**src/rtl/sle_pkg.sv**
```systemverilog
// Package for the sequential list engine.
// Holds the field widths, command and status codes, sequencer states and
// the result word type. It depends on nothing else.
package sle_pkg;

  localparam int CMD_W        = 2;
  localparam int WORD_W       = 32;
  localparam int CNT_W        = 7;
  localparam int STAT_W       = 2;
  localparam int DEF_CAPACITY = 64;

  typedef enum logic [CMD_W-1:0] {
    CMD_APPEND,
    CMD_DELETE,
    CMD_DEDUPE,
    CMD_SPLIT
  } cmd_t;

  typedef enum logic [STAT_W-1:0] {
    STAT_OK,
    STAT_EMPTY,
    STAT_BADPOS,
    STAT_FULL
  } status_t;

  typedef enum logic [3:0] {
    ST_IDLE,
    ST_DEL_RD,
    ST_DEL_WR,
    ST_DD_RD,
    ST_DD_CAP,
    ST_DD_CMP_RD,
    ST_DD_CMP,
    ST_SP_RD,
    ST_SP_OUT
  } state_t;

  typedef struct packed {
    status_t                  status;
    logic signed [WORD_W-1:0] item;
    logic                     to_positive;
    logic [CNT_W-1:0]         count;
    logic                     last;
  } result_t;

endpackage

```
**src/rtl/sle_mem.sv**
```systemverilog
// Entry store of the sequential list engine: one write port and one read
// port with a registered read. Uses sle_pkg for the word width.
module sle_mem #(
  parameter int DEPTH = sle_pkg::DEF_CAPACITY,
  localparam int AW   = $clog2(DEPTH)
) (
  input  logic                      clk,
  input  logic                      we,
  input  logic [AW-1:0]             waddr,
  input  logic [sle_pkg::WORD_W-1:0] wdata,
  input  logic                      re,
  input  logic [AW-1:0]             raddr,
  output logic [sle_pkg::WORD_W-1:0] rdata
);
  import sle_pkg::*;

  logic [WORD_W-1:0] mem [DEPTH];

  always_ff @(posedge clk) begin
    if (we) begin
      mem[waddr] <= wdata;
    end
  end

  always_ff @(posedge clk) begin
    if (re) begin
      rdata <= mem[raddr];
    end
  end

endmodule

```
**src/rtl/sle_ctrl.sv**
```systemverilog
// Command sequencer of the sequential list engine: holds the entry count,
// walks the entry store one access at a time and registers each result word.
// Uses sle_pkg and drives the ports of sle_mem.
module sle_ctrl #(
  parameter int CAPACITY = sle_pkg::DEF_CAPACITY,
  localparam int AW      = $clog2(CAPACITY)
) (
  input  logic                       clk,
  input  logic                       rst,
  input  logic                       start,
  input  sle_pkg::cmd_t              cmd,
  input  logic [sle_pkg::WORD_W-1:0] value,
  input  logic [sle_pkg::CNT_W-1:0]  position,
  output logic                       busy,
  output logic                       strobe,
  output sle_pkg::result_t           res,
  output logic                       we,
  output logic [AW-1:0]              waddr,
  output logic [sle_pkg::WORD_W-1:0] wdata,
  output logic                       re,
  output logic [AW-1:0]              raddr,
  input  logic [sle_pkg::WORD_W-1:0] rdata
);
  import sle_pkg::*;

  localparam logic [CNT_W-1:0] CAP_CNT = CNT_W'(CAPACITY);

  state_t            state, state_next;
  logic [CNT_W-1:0]  n, n_next;
  logic [CNT_W-1:0]  ptr, ptr_next;
  logic [CNT_W-1:0]  wp, wp_next;
  logic [CNT_W-1:0]  k, k_next;
  logic [WORD_W-1:0] cand, cand_next;
  logic              strobe_next;
  result_t           res_next;
  logic [CNT_W-1:0]  ptr_inc;

  assign ptr_inc = ptr + CNT_W'(1);
  assign busy    = (state != ST_IDLE);

  always_comb begin
    state_next  = state;
    n_next      = n;
    ptr_next    = ptr;
    wp_next     = wp;
    k_next      = k;
    cand_next   = cand;
    strobe_next = 1'b0;
    res_next    = res;
    we          = 1'b0;
    waddr       = ptr[AW-1:0];
    wdata       = value;
    re          = 1'b0;
    raddr       = ptr[AW-1:0];

    case (state)
      ST_IDLE: begin
        if (start) begin
          case (cmd)
            CMD_APPEND: begin
              strobe_next = 1'b1;
              if (n >= CAP_CNT) begin
                res_next = '{STAT_FULL, '0, 1'b0, n, 1'b1};
              end else begin
                we       = 1'b1;
                waddr    = n[AW-1:0];
                wdata    = value;
                n_next   = n + CNT_W'(1);
                res_next = '{STAT_OK, '0, 1'b0, n + CNT_W'(1), 1'b1};
              end
            end
            CMD_DELETE: begin
              if (n == '0) begin
                strobe_next = 1'b1;
                res_next    = '{STAT_EMPTY, '0, 1'b0, n, 1'b1};
              end else if (position == '0 || position > n) begin
                strobe_next = 1'b1;
                res_next    = '{STAT_BADPOS, '0, 1'b0, n, 1'b1};
              end else begin
                ptr_next   = position - CNT_W'(1);
                state_next = ST_DEL_RD;
              end
            end
            CMD_DEDUPE: begin
              ptr_next   = '0;
              wp_next    = '0;
              state_next = ST_DD_RD;
            end
            default: begin
              if (n == '0) begin
                strobe_next = 1'b1;
                res_next    = '{STAT_EMPTY, '0, 1'b0, n, 1'b1};
              end else begin
                ptr_next   = '0;
                state_next = ST_SP_RD;
              end
            end
          endcase
        end
      end
      ST_DEL_RD: begin
        if (ptr_inc == n) begin
          n_next      = n - CNT_W'(1);
          strobe_next = 1'b1;
          res_next    = '{STAT_OK, '0, 1'b0, n - CNT_W'(1), 1'b1};
          state_next  = ST_IDLE;
        end else begin
          re         = 1'b1;
          raddr      = ptr_inc[AW-1:0];
          state_next = ST_DEL_WR;
        end
      end
      ST_DEL_WR: begin
        we         = 1'b1;
        waddr      = ptr[AW-1:0];
        wdata      = rdata;
        ptr_next   = ptr_inc;
        state_next = ST_DEL_RD;
      end
      ST_DD_RD: begin
        if (ptr == n) begin
          n_next      = wp;
          strobe_next = 1'b1;
          res_next    = '{STAT_OK, '0, 1'b0, wp, 1'b1};
          state_next  = ST_IDLE;
        end else begin
          re         = 1'b1;
          raddr      = ptr[AW-1:0];
          state_next = ST_DD_CAP;
        end
      end
      ST_DD_CAP: begin
        cand_next  = rdata;
        k_next     = '0;
        state_next = ST_DD_CMP_RD;
      end
      ST_DD_CMP_RD: begin
        if (k == wp) begin
          we         = 1'b1;
          waddr      = wp[AW-1:0];
          wdata      = cand;
          wp_next    = wp + CNT_W'(1);
          ptr_next   = ptr_inc;
          state_next = ST_DD_RD;
        end else begin
          re         = 1'b1;
          raddr      = k[AW-1:0];
          state_next = ST_DD_CMP;
        end
      end
      ST_DD_CMP: begin
        if (rdata == cand) begin
          ptr_next   = ptr_inc;
          state_next = ST_DD_RD;
        end else begin
          k_next     = k + CNT_W'(1);
          state_next = ST_DD_CMP_RD;
        end
      end
      ST_SP_RD: begin
        re         = 1'b1;
        raddr      = ptr[AW-1:0];
        state_next = ST_SP_OUT;
      end
      ST_SP_OUT: begin
        strobe_next = 1'b1;
        res_next    = '{STAT_OK, rdata, ~rdata[WORD_W-1] && (rdata != '0), n,
                        ptr_inc == n};
        ptr_next    = ptr_inc;
        state_next  = (ptr_inc == n) ? ST_IDLE : ST_SP_RD;
      end
      default: begin
        state_next = ST_IDLE;
      end
    endcase
  end

  always_ff @(posedge clk) begin
    if (rst) begin
      state <= ST_IDLE;
    end else begin
      state <= state_next;
    end
  end

  always_ff @(posedge clk) begin
    if (rst) begin
      n      <= '0;
      strobe <= 1'b0;
    end else begin
      n      <= n_next;
      strobe <= strobe_next;
    end
  end

  always_ff @(posedge clk) begin
    ptr  <= ptr_next;
    wp   <= wp_next;
    k    <= k_next;
    cand <= cand_next;
    res  <= res_next;
  end

endmodule

```
**src/rtl/sequential_list_engine_top.sv**
```systemverilog
// Top level of the sequential list engine: sequencer plus entry store.
// Uses sle_pkg, sle_ctrl and sle_mem.
//
// A command is taken when start is high and busy is low; its result words
// appear on the cycle after the work ends, each for one cycle under strobe,
// and must be taken then, as the receiver cannot stall the block. Every
// entry read goes through the single read port of the entry store, whose
// read is registered, and that port sets the pace. Append and every
// rejected command finish in the idle state. Delete at position p moves
// each later entry down one place, a read then a write. Split reads each
// entry and gives one result word for it, the last marked by last. Dedupe
// reads each entry once, compares it with the survivors kept so far until
// one matches, and keeps it if none does. No clearing pass follows reset.
module sequential_list_engine_top #(
  parameter int CAPACITY = sle_pkg::DEF_CAPACITY
) (
  input  logic                              clk,
  input  logic                              rst,
  input  logic                              start,
  output logic                              busy,
  input  logic [sle_pkg::CMD_W-1:0]         cmd,
  input  logic signed [sle_pkg::WORD_W-1:0] value,
  input  logic [sle_pkg::CNT_W-1:0]         position,
  output logic                              strobe,
  output logic [sle_pkg::STAT_W-1:0]        status,
  output logic signed [sle_pkg::WORD_W-1:0] item,
  output logic                              to_positive,
  output logic [sle_pkg::CNT_W-1:0]         count,
  output logic                              last
);
  import sle_pkg::*;

  localparam int AW = $clog2(CAPACITY);

  result_t           res;
  logic              we;
  logic [AW-1:0]     waddr;
  logic [WORD_W-1:0] wdata;
  logic              re;
  logic [AW-1:0]     raddr;
  logic [WORD_W-1:0] rdata;

  sle_ctrl #(
    .CAPACITY(CAPACITY)
  ) u_ctrl (
    .clk     (clk),
    .rst     (rst),
    .start   (start),
    .cmd     (cmd_t'(cmd)),
    .value   (value),
    .position(position),
    .busy    (busy),
    .strobe  (strobe),
    .res     (res),
    .we      (we),
    .waddr   (waddr),
    .wdata   (wdata),
    .re      (re),
    .raddr   (raddr),
    .rdata   (rdata)
  );

  sle_mem #(
    .DEPTH(CAPACITY)
  ) u_mem (
    .clk  (clk),
    .we   (we),
    .waddr(waddr),
    .wdata(wdata),
    .re   (re),
    .raddr(raddr),
    .rdata(rdata)
  );

  assign status      = res.status;
  assign item        = res.item;
  assign to_positive = res.to_positive;
  assign count       = res.count;
  assign last        = res.last;

endmodule

```
**config.mk**
```make
export PLATFORM = sky130hd
export DESIGN_NAME = sequential_list_engine_top
export DESIGN_NICKNAME = d
export VERILOG_FILES = /design/src/rtl/sle_pkg.sv /design/src/rtl/sle_mem.sv /design/src/rtl/sle_ctrl.sv /design/src/rtl/sequential_list_engine_top.sv
export SDC_FILE = /design/constraint.sdc
export NUM_CORES = 2
export LEC_CHECK = 0
export BUFFER_PORTS_ARGS = -buffer_cell sky130_fd_sc_hd__buf_2
export CORE_ASPECT_RATIO = 1.5
export CORE_MARGIN = 3
export CORE_UTILIZATION = 55
export CTS_CLUSTER_SIZE = 40
export DETAILED_ROUTE_END_ITERATION = 10
export PLACE_DENSITY_LB_ADDON = 0.1
export REMOVE_ABC_BUFFERS = 1
export SLEW_MARGIN = 20
export SYNTH_ARGS = -nofsm -noshare
export SYNTH_HDL_FRONTEND = slang
export SYNTH_SLANG_ARGS = --single-unit
export TNS_END_PERCENT = 1
```
**constraint.sdc**
```tcl
create_clock -name clk -period 11.3 [get_ports clk]
set_input_delay 1.695 -clock clk [delete_from_list [all_inputs] [get_ports clk]]
set_output_delay 1.695 -clock clk [all_outputs]
set_load 0.02 [all_outputs]
```
==> run summary <==
Status: completed
Highest-delay cell along the critical path: buf_4
Power Dens Cells: 284 nW/um^2
Number of port buffers: 88
Final worst setup slack: 4.81 ns
Synthesized area per cell: 15.3 sq um
Total number of vias: 52497
Finished Cell Area: 97100 sq um
Number of instances in the synthesized netlist: 5728
Total DRC errors in the routed layout: 0
Post-Syn Area: 87600 sq um
CP startpoint kind: flop
Buffer depth of the longest clock path: 3
Initial antenna violation count: 6
Share of synthesized flip-flops with an asynchronous set or reset: 0%
Std cell rows: 178
Most congested layer reported by global routing: met2
Worst hold path cell count: 2
Logic gate share of total power: 38.0%
Delay contributed by the slowest stage of the critical path: 0.82 ns
Mean number of vias per cell: 6.55
Maximum number of pins on one net before global-route repair: 147
H-Tree Depth: 4
Vertical die dimension: 495 microns
Final HPWL DP: 140000 microns
Switch Pwr: 10900 uW
Switching part of the total power: 39.5%
Most frequent standard cell in the layout excluding fill and tap cells: edfxtp_1
Internal power contribution: 16600 uW
Synthesis warning total: 0
Fmax: 0.154 GHz
Clk network pwr share: 23.9%
Post-CTS Repair Setup Buffers: 0
Iteration count of the initial detailed-routing pass: 8
Seq pwr share: 38.0%
Clock period minus final worst setup slack: 6.49 ns
Global Route met2 Usage: 50.3%
Unrepaired setup endpoints after global routing: false
Clock root buffer: clkbuf_16
Post-Place Setup Slack: 4.98 ns
Wire length of the first global-routing pass: 358000 microns
Worst path depth: 14
Number of hold-slack violations in the final timing report: 0
Worst-Margin Slew: 1.16 ns
Number of hold buffers added after cts: 0
Leakage power: 0.0318 uW
Vias in the first global route: 50649
Multi-input logic area: 20600 sq um
Crit Path Max Fanout: 65
Overall global routing resource usage: 29.9%
Initial cell density of the core: 55.6%
Number of instances resized during post-cts repair: 0
Library cell appearing most often on the critical path: buf_4
Post-synth top flop: edfxtp_1
Area Growth Syn to Fin: 10.8%
Total wire length after detailed routing: 250000 microns
R2R cell count: 14
Clock input transition at the sequential cells of the worst setup and hold paths: 0.07 ns
Endpoint type of the worst setup path: flop
Detailed router's first-iteration violation count: 6368
Cts bufs inserted: 193
Routed wire length per instance: 31.2 microns
Worst skew pair latency: 0.85 ns
CP bufs+invs: 3
Area taken by flip-flops and latches: 65600 sq um
Number of max-slew violations in the final report: 0
Sum Neg Setup Slack: 0 ns
Cell types occupying the most area after synthesis: edfxtp_1 (75%), mux2i_1 (5.6%), nand2_1 (4.1%), a32oi_1 (2.2%), buf_2 (1.2%)
Arrival time at the worst endpoint: 7.05 ns
Routability congestion estimate: 0.896
I/O pin cnt: 89
Max-slew headroom at the worst pin: 22.8%
VDD IR max: 0.328 mV
Fillers: 11471
Fraction of met1 tracks used by global routing: 39.5%
Number of enable flip-flop cells after synthesis: 2176
Number of different library cells in the post-synthesis netlist: 76
Core Box Area: 157000 sq um
Maxcap violations: 0
Detail Route Antenna Nets: 0
Top library cells by usage in the layout, fill and taps aside: edfxtp_1 (2176), nand2_1 (949), mux2i_1 (494)
Maximum clock skew at final layout: 0.0400 ns
Cells along the critical path: ha_1 > nand3_2 > or3_1 > a21o_1 > o31ai_4 > o221ai_4 > buf_4 > nor2_4 > buf_4 > buf_4 > a32oi_1 > and3_1 > a31oi_1 > nand3_1
Share of Yosys cell area claimed by the top area cell type: 74.6%
Fraction of final layout cells with drive strength greater than 1: 10.7%
Met3 track demand over resource: 4.64%
CTS tree: yes
Floorplan die area: 164000 sq um
Proportion of synthesized chip area in sequential cells: 74.9%
Count of nets after finishing: 5838
Cell taking the most area after synthesis: edfxtp_1
Type of the worst setup path: flop to flop
Period Utilization, post-route: 57.4%
Cell family with the largest share of critical-path delay: buffers and inverters
Clock sinks: 2188
Area after detailed placement: 90800 sq um
Final setup violation count: 0
Die width: 332 microns
Worst hold path class: flop to flop
Worst Path Required: 11.86 ns
Number of synthesized register bits: 2188
Residual overflow from global routing: 0
==> tightest hold or removal path, cell delays in order, from the launching register on <==
cell and delay [ns]:
dfxtp_1 0.44, nand2_1 0.11, a21oi_1 0.05
==> stage by stage <==
stage          util [%]  std cells  hold WS (ns)  total power [uW]
2_1_floorplan         -       5339         0.506             17300
3_3_place_gp       57.6       7644         0.626             20800
3_5_place_dp       57.6       7650         0.620             21000
4_1_cts            61.6       8005         0.633             27500
5_1_grt            61.6       8007         0.670             28500
6_report           61.6       8009         0.650             27500
==> final timing paths <==
path / from / to / slack [ns]
hold / removal: u_ctrl.n[4] / u_ctrl.n[4] / 0.65
setup / recovery: u_ctrl.ptr[1] / u_mem.rdata[5] / 4.81
hold reg to reg: u_ctrl.n[4] / u_ctrl.n[4] / 0.65
setup reg to reg: u_ctrl.ptr[1] / u_mem.rdata[5] / 4.81
==> synth_stat cells (all sizes together) (5+ instances only) <==
| master | instances |
|---|---|
| o21bai | 7 |
| a32oi | 222 |
| buf | 266 |
| xnor2 | 26 |
| a211oi | 87 |
| o2111a | 25 |
| inv | 54 |
| and3 | 63 |
| or3 | 8 |
| o31a | 86 |
| a21oi | 37 |
| xor2 | 50 |
| nor2 | 171 |
| edfxtp | 2176 |
| a22oi | 10 |
| ha | 18 |
| mux2i | 494 |
| o21a | 5 |
| a222oi | 36 |
| nor4 | 18 |
| a31oi | 103 |
| o2111ai | 5 |
| and2 | 37 |
| o22ai | 103 |
| nand3 | 203 |
| nor2b | 6 |
| o21ai | 103 |
| nand2 | 953 |
| dfxtp | 12 |
| nor3 | 25 |
| o32ai | 26 |
| clkbuf | 123 |
| o211ai | 7 |
| nand4 | 32 |
| a311oi | 86 |
==> layout make-up <==
cell class,count,share of cell area (%)
Antenna cell,3,0.00773
Clock buffer,236,5.19
Clock inverter,119,1.26
Inverter,54,0.211
Multi-Input combinational cell,3097,21.2
Sequential cell,2188,67.6
Tap cell,2070,2.67
Timing Repair Buffer,242,1.86
==> sequential cells by signal, summed over array words and instances (netlist names) <==
| signal | count |
|---|---|
| u_ctrl.state | 4 |
| u_mem.rdata | 32 |
| u_ctrl.n | 7 |
| u_ctrl.strobe | 1 |
| u_ctrl.k | 7 |
| u_ctrl.wp | 7 |
| u_ctrl.cand | 32 |
| u_ctrl.ptr | 7 |
| u_ctrl.res | 43 |
| u_mem.mem | 2048 |
==> power groups by stage <==
stage          combinational (uW)  sequential [uW]  clock (uW)
6_report                    10500            10500        6590
4_1_cts                     10400            10500        6670
5_1_grt                     11100            10500        6960
3_5_place_dp                10400            10600           0
3_3_place_gp                10200            10600           0
2_1_floorplan                6730            10500           0
==> metal layers <==
metal	vias to the layer above	wire length [microns]
met3	521	20700
met5	-	0
met2	2674	124000
li1	22490	-
met4	0	10300
met1	26812	94800
==> logic make-up after synthesis <==
kind of cell             after synthesis  share of synthesized area [%]
flip-flops                          2188                           74.9
XOR/XNOR                              76                          0.799
AND/OR/NAND/NOR                     1533                           7.51
buffers and inverters                443                           2.33
AO/OA/AOI/OAI                        975                           8.55
multiplexers                         495                           5.67
adder cells (fa/ha/maj)               18                          0.257
No activity file was read; power rests on OpenSTA's default activity.
